### config.mk
export PLATFORM = sky130hd
export DESIGN_NAME = ffh_root
export DESIGN_NICKNAME = d
export VERILOG_FILES = /design/src/design/ffh_pkg.sv /design/src/design/ffh_root.sv
export SDC_FILE = /design/constraint.sdc
export NUM_CORES = 2
export LEC_CHECK = 0
export BUFFER_PORTS_ARGS = -buffer_cell sky130_fd_sc_hd__buf_2
export CORE_UTILIZATION = 36
export DETAILED_ROUTE_END_ITERATION = 7
export HOLD_SLACK_MARGIN = 0.02
export PLACE_DENSITY = 0.6
export SYNTH_ARGS = -nofsm -noshare
export SYNTH_HDL_FRONTEND = slang
export SYNTH_MEMORY_MAX_BITS = 65536
export SYNTH_SLANG_ARGS = --single-unit
### constraint.sdc
create_clock -name aclk -period 6.5 [get_ports aclk]
set_input_delay 1.3 -clock aclk [delete_from_list [all_inputs] [get_ports aclk]]
set_output_delay 1.3 -clock aclk [all_outputs]
set_load 0.02 [all_outputs]
### src/design/ffh_pkg.sv
// Shared widths, product table and result codes of the focal-from-homography block.
package ffh_pkg;

    localparam int ENT_W        = 64;   // entries are sign-extended to this width inside
    localparam int PROD_W       = 128;
    localparam int VAL_W        = 130;
    localparam int MAG_W        = 129;
    localparam int NUM_PRODS    = 14;
    localparam int FRONT_STAGES = 8;
    localparam int DIV_STEPS    = 64;
    localparam int ROOT_STEPS   = 32;
    localparam int FRAC_SHIFT   = 32;

    typedef logic signed [PROD_W-1:0] prod_t;
    typedef logic signed [VAL_W-1:0]  val_t;
    typedef logic [MAG_W-1:0]         mag_t;
    typedef logic [2:0]               ent_idx_t;
    typedef logic [1:0]               cls_t;
    typedef logic [1:0]               found_t;

    // Entry positions within an input item.
    localparam ent_idx_t E_H00 = 3'd0;
    localparam ent_idx_t E_H01 = 3'd1;
    localparam ent_idx_t E_H02 = 3'd2;
    localparam ent_idx_t E_H10 = 3'd3;
    localparam ent_idx_t E_H11 = 3'd4;
    localparam ent_idx_t E_H12 = 3'd5;
    localparam ent_idx_t E_H20 = 3'd6;
    localparam ent_idx_t E_H21 = 3'd7;

    // Product slots.
    localparam int P_S00  = 0;
    localparam int P_S01  = 1;
    localparam int P_S10  = 2;
    localparam int P_S11  = 3;
    localparam int P_0212 = 4;
    localparam int P_0010 = 5;
    localparam int P_0111 = 6;
    localparam int P_1212 = 7;
    localparam int P_0202 = 8;
    localparam int P_0001 = 9;
    localparam int P_1011 = 10;
    localparam int P_2021 = 11;
    localparam int P_2121 = 12;
    localparam int P_2020 = 13;

    localparam ent_idx_t PROD_A [NUM_PRODS] = '{
        E_H00, E_H01, E_H10, E_H11, E_H02, E_H00, E_H01,
        E_H12, E_H02, E_H00, E_H10, E_H20, E_H21, E_H20
    };
    localparam ent_idx_t PROD_B [NUM_PRODS] = '{
        E_H00, E_H01, E_H10, E_H11, E_H12, E_H10, E_H11,
        E_H12, E_H02, E_H01, E_H11, E_H21, E_H21, E_H20
    };

    // Candidate classes.
    localparam cls_t CL_NEG  = 2'd0;
    localparam cls_t CL_ZERO = 2'd1;
    localparam cls_t CL_POS  = 2'd2;

    // Found codes.
    localparam found_t FOUND_NONE = 2'd0;
    localparam found_t FOUND_F0   = 2'd1;
    localparam found_t FOUND_F1   = 2'd2;
    localparam found_t FOUND_BOTH = 2'd3;

endpackage

### src/design/ffh_root.sv
// Pipelined integer square root: 64-bit radicand, 32-bit floor root, one bit per stage.
module ffh_root (
    input  logic        aclk,
    input  logic        en,
    input  logic [63:0] din,
    output logic [31:0] dout
);

    logic [33:0] rem_reg  [ffh_pkg::ROOT_STEPS];
    logic [31:0] root_reg [ffh_pkg::ROOT_STEPS];
    logic [63:0] rest_reg [ffh_pkg::ROOT_STEPS];

    for (genvar k = 0; k < ffh_pkg::ROOT_STEPS; k++) begin : g_step
        logic [33:0] rem_in;
        logic [31:0] root_in;
        logic [63:0] rest_in;
        logic [33:0] rem_shift;
        logic [33:0] trial;

        if (k == 0) begin : g_first
            assign rem_in  = '0;
            assign root_in = '0;
            assign rest_in = din;
        end else begin : g_next
            assign rem_in  = rem_reg[k-1];
            assign root_in = root_reg[k-1];
            assign rest_in = rest_reg[k-1];
        end

        // The partial remainder never exceeds twice the partial root, so 32 bits carry it.
        assign rem_shift = {rem_in[31:0], rest_in[63:62]};
        assign trial     = {root_in, 2'b01};

        always_ff @(posedge aclk) begin
            if (en) begin
                if (rem_shift >= trial) begin
                    rem_reg[k]  <= rem_shift - trial;
                    root_reg[k] <= {root_in[30:0], 1'b1};
                end else begin
                    rem_reg[k]  <= rem_shift;
                    root_reg[k] <= {root_in[30:0], 1'b0};
                end
                rest_reg[k] <= {rest_in[61:0], 2'b00};
            end
        end
    end

    assign dout = root_reg[ffh_pkg::ROOT_STEPS-1];

endmodule

# Word level (Yosys, flattened, before mapping)
# Memory sizes are Yosys's and may differ from the RTL's.
# Cells that the tools add are included.
[totals]
mem_bits_rw = 4096
register_bits = 0
inputBits = 66
mem_count = 3
[mem_list]
columns = ["memory", "words", "word_bits", "rd", "rd_ports_with_merged_regs", "wr", "line_no", "rtl"]
rows = [
  ["rest_reg", 32, 62, 31, 0, 32, "ffh_root.sv:11", "logic [63:0] rest_reg [ffh_pkg::ROOT_STEPS];"],
  ["rem_reg", 32, 34, 31, 0, 32, "ffh_root.sv:9", "logic [33:0] rem_reg [ffh_pkg::ROOT_STEPS];"],
  ["root_reg", 32, 32, 32, 0, 32, "ffh_root.sv:10", "logic [31:0] root_reg [ffh_pkg::ROOT_STEPS];"],
]
[classes]
mux = 258
addsub = 32
magnitude_cmp = 32
n_bitwise = 64
[op_table]
columns = ["cell", "count"]
rows = [
  ["34-bit two-way mux", 32],
  ["34-bit >= comparator", 31],
  ["34-bit subtractor", 31],
  ["32-bit two-way mux", 32],
  ["1-bit two-way mux", 194],
  ["1-bit bitwise OR", 64],
  ["2-bit by 1-bit subtractor with 3-bit output (second input constant)", 1],
  ["2-bit by 1-bit >= comparator with 1-bit output (second input constant)", 1],
]

# Depth between registers and ports, before layout
# An unclocked memory read counts as a cell.
[depth]
word_depth = 6
depth_mapped = 15
depth_no_buf = 14

# Worst setup path before layout
# OpenSTA, ideal clock, no wires.
[synth_path]
path_kind = "input to register"
start = "in en"
end = "mem rem_reg[25][0], in the netlist rem_reg[1][306], enable pin"
setup_slack_ns = 1.867
t_arrival_ns = 4.197
t_required_ns = 6.064
path_stages = 6
setup_time_ns = 0.436
cell_sequence = "clkbuf_1 clkbuf_1 clkbuf_1 clkbuf_1 clkbuf_1 clkbuf_1"
[synth_lines]
columns = ["element", "line_no", "rtl"]
rows = [
  ["start: declaration", "ffh_root.sv:4", "input logic en,"],
  ["end: declaration", "ffh_root.sv:9", ""],
]

==> out/results.ini <==
[status]
outcome = finished, final reports clean

[critical_path]
end_kind = register
cp.arrival_ns = 5.03
crit_type = reg -> reg
start_kind = register
required_ns = 7.02
crit_fanout = 35

[drt]
routed_via_density = 5.04
vias = 67805
drtIter0Drc = 5006
drcViolationCount = 0
wl_per_cell_um = 17.7
first_pass_iters = 6
ant_nets = 0
routed_wl_um = 238000

[power_and_ir_drop]
p_sw_w = 0.0135
combPwrFrac_pct = 20.2
power.density_nw_per_um2 = 364
seq_power_share_pct = 46.4
power_w = 0.0469
pwr-share-clk_pct = 33.3
p_int_w = 0.0334
peakVddDrop_mv = 0.242
p_leak_nw = 48.6
switching_share_pct = 28.7

[global_route]
grt_start_max_net_pins = 175
grt_pass1_wl_um = 376000
grt_pass1_vias = 67462
grtUsageTotal_pct = 14.7
grt_antenna_before_repair = 5
grt_overflow = 0

[yosys]
ys_seq_elements = 2465
synthMuxAreaShare_pct = 0.666
synth_edf_count = 2464
post_synth_fa_ha_maj_area_fraction_pct = 6.16
synth-simple-area-share_pct = 10.1
synth_top_area_share_pct = 64.8
syn_area_um2 = 114000
synth_xor_area_share_pct = 6.09
synth.distinct_cells = 91
ys.flop_type = edfxtp_1
yosysWarnings = 0
yosysSeqAreaShare_pct = 64.8
synth_top_family_by_area = simple AND/OR/NAND/NOR gates
async_flop_share_pct = 0
syn-instance-count = 8805
synth_fp_nets = 9433
synth_most_common_cell = edfxtp_1
ys_top_cells_by_area = edfxtp_1, ha_1, xnor2_1
synthTopCellsByCount = edfxtp_1, nand2_1, inv_1
yosysTopAreaCell = edfxtp_1
synth_area_per_cell_um2 = 13.0
synth-compound-area-share_pct = 9.32

[die]
io_pins = 98
num_rows = 206
die_h_um = 565
start_util_pct = 36.2
fp.dieW_um = 565
die_area_um2 = 320000
core_um2 = 315000

[sta]
whs_ns = 0.366
worst_slew_pin_slew_ns = 1.18
slew_viol_final = 0
fin_setup_tns_ns = 0
fin_crit_ns = 4.51
finalCritPeriodShare_pct = 69.4
max_freq_mhz = 222
skew_ns = 0.0655
finalSetupViolations = 0
final_hold_viol_count = 0
rsz0062_at_grt = false
maxSlewHeadroom_pct = 21.1

[layout]
largest_register_ff_count = 992
layout-drive-gt1-share_pct = 7.57
nets = 9692
area_growth_pct = 13.0

[clock_network]
clockRootBuffer = clkbuf_16
clock_latency_ns = 0.89
post-cts-setup-buffers = 0
cts_max_level = 5
cts_hold_buffers = 0
numCtsBuffers = 282
cts_tree = yes
cts_resized = 0
cts_sinks = 2465
clk_pin_slew_ns = 0.06
clockBufferDepth = 4

[place]
hpwl_um = 171000
port_buffers = 97
gp_congestion = 0.900

[job]
drv_cap = 0

[min_path]
hp-class = reg -> reg

## layer usage
metal	global-route usage, %	wire length, µm	vias up
met1	18.5	103000	32886
met2	25.8	118000	1435
li1	-	-	32994
met3	1.83	8860	490
met5	0	0	-
met4	5.47	8490	0
## path summary, 6_finish.rpt
kind	from	end	slack, ns	cells past startpoint
max	rem_reg[1][0]	rem_reg[1][49]	1.99	9
min	rest_reg[0][66]	rest_reg[0][130]	0.37	0
max reg2reg	rem_reg[1][0]	rem_reg[1][49]	1.99	9
min reg2reg	rest_reg[0][66]	rest_reg[0][130]	0.37	0
## cell type report
class                   instances  area, µm²
diodes                          1       2.50
clock buffers                 336       7390
clock inverters               174       1780
fillers                     29056     186000
inverters                     684       2570
multi-input cells            5477      37000
flip-flops and latches       2465      74000
well taps                    4160       5200
repair buffers                154       1030
## power by group through the flow
stage | logic (W) | clock network [W] | registers [W]
2_1_floorplan | 0.00727 | 0 | 0.0213
3_3_place_gp | 0.00928 | 0 | 0.0221
3_5_place_dp | 0.00946 | 0 | 0.0221
4_1_cts | 0.00951 | 0.0162 | 0.0218
5_1_grt | 0.0106 | 0.0167 | 0.0220
6_report | 0.00950 | 0.0156 | 0.0218
## critical path, stage by stage, from the launching register on
cell      delay, ns
edfxtp_1       0.42
ha_1           0.40
nor2b_1        0.18
o31a_1         0.27
o21ai_0        0.34
o21ai_1        0.21
a32o_1         0.33
o31ai_1        0.56
and3_1         1.06
o21ai_0        0.35
## layout by cell type, fill, tap and decap left out, drive strengths merged, types with 20 or more instances in the layout
cell,n
a31oi,45
or4,51
nor4b,20
nor2b,90
o21bai,47
ha,562
edfxtp,2464
clkbuf,336
o21a,95
a21o,244
a211oi,50
nor3,190
clkinvlp,24
o31ai,50
a21oi,438
nand3,143
and2,41
or3,84
nor2,459
and3,58
a21boi,20
nand4,77
clkinv,114
nor4,117
nand3b,21
inv,697
bufinv,23
xnor2,406
xor2,388
mux2,56
o21ai,571
nand2,747
or2,30
nand2b,132
buf,154
## cells by family (layout without fill, tap and decap cells)
kind of cell | after synthesis | in the layout
muxes | 69 | 69
adders and majority gates | 562 | 562
and+or+nand+nor | 2325 | 2325
buffers and inverters | 863 | 1348
AOI/OAI and AO/OA | 1727 | 1727
DFF | 2465 | 2465
xor gates and xnor gates | 794 | 794
other | 0 | 1
## stage by stage
step                instances  worst slack, ns  util [%]  instance area, µm²
floorplan                8805             1.87         -              114000
global placement        12940             1.24      38.0              120000
detailed placement      12940             1.28      38.0              120000
CTS                     13450             1.95      40.9              129000
global route            13451             1.55      40.9              129000
finish                  13451             1.99      40.9              129000
No activity file was read; power rests on OpenSTA's default activity.
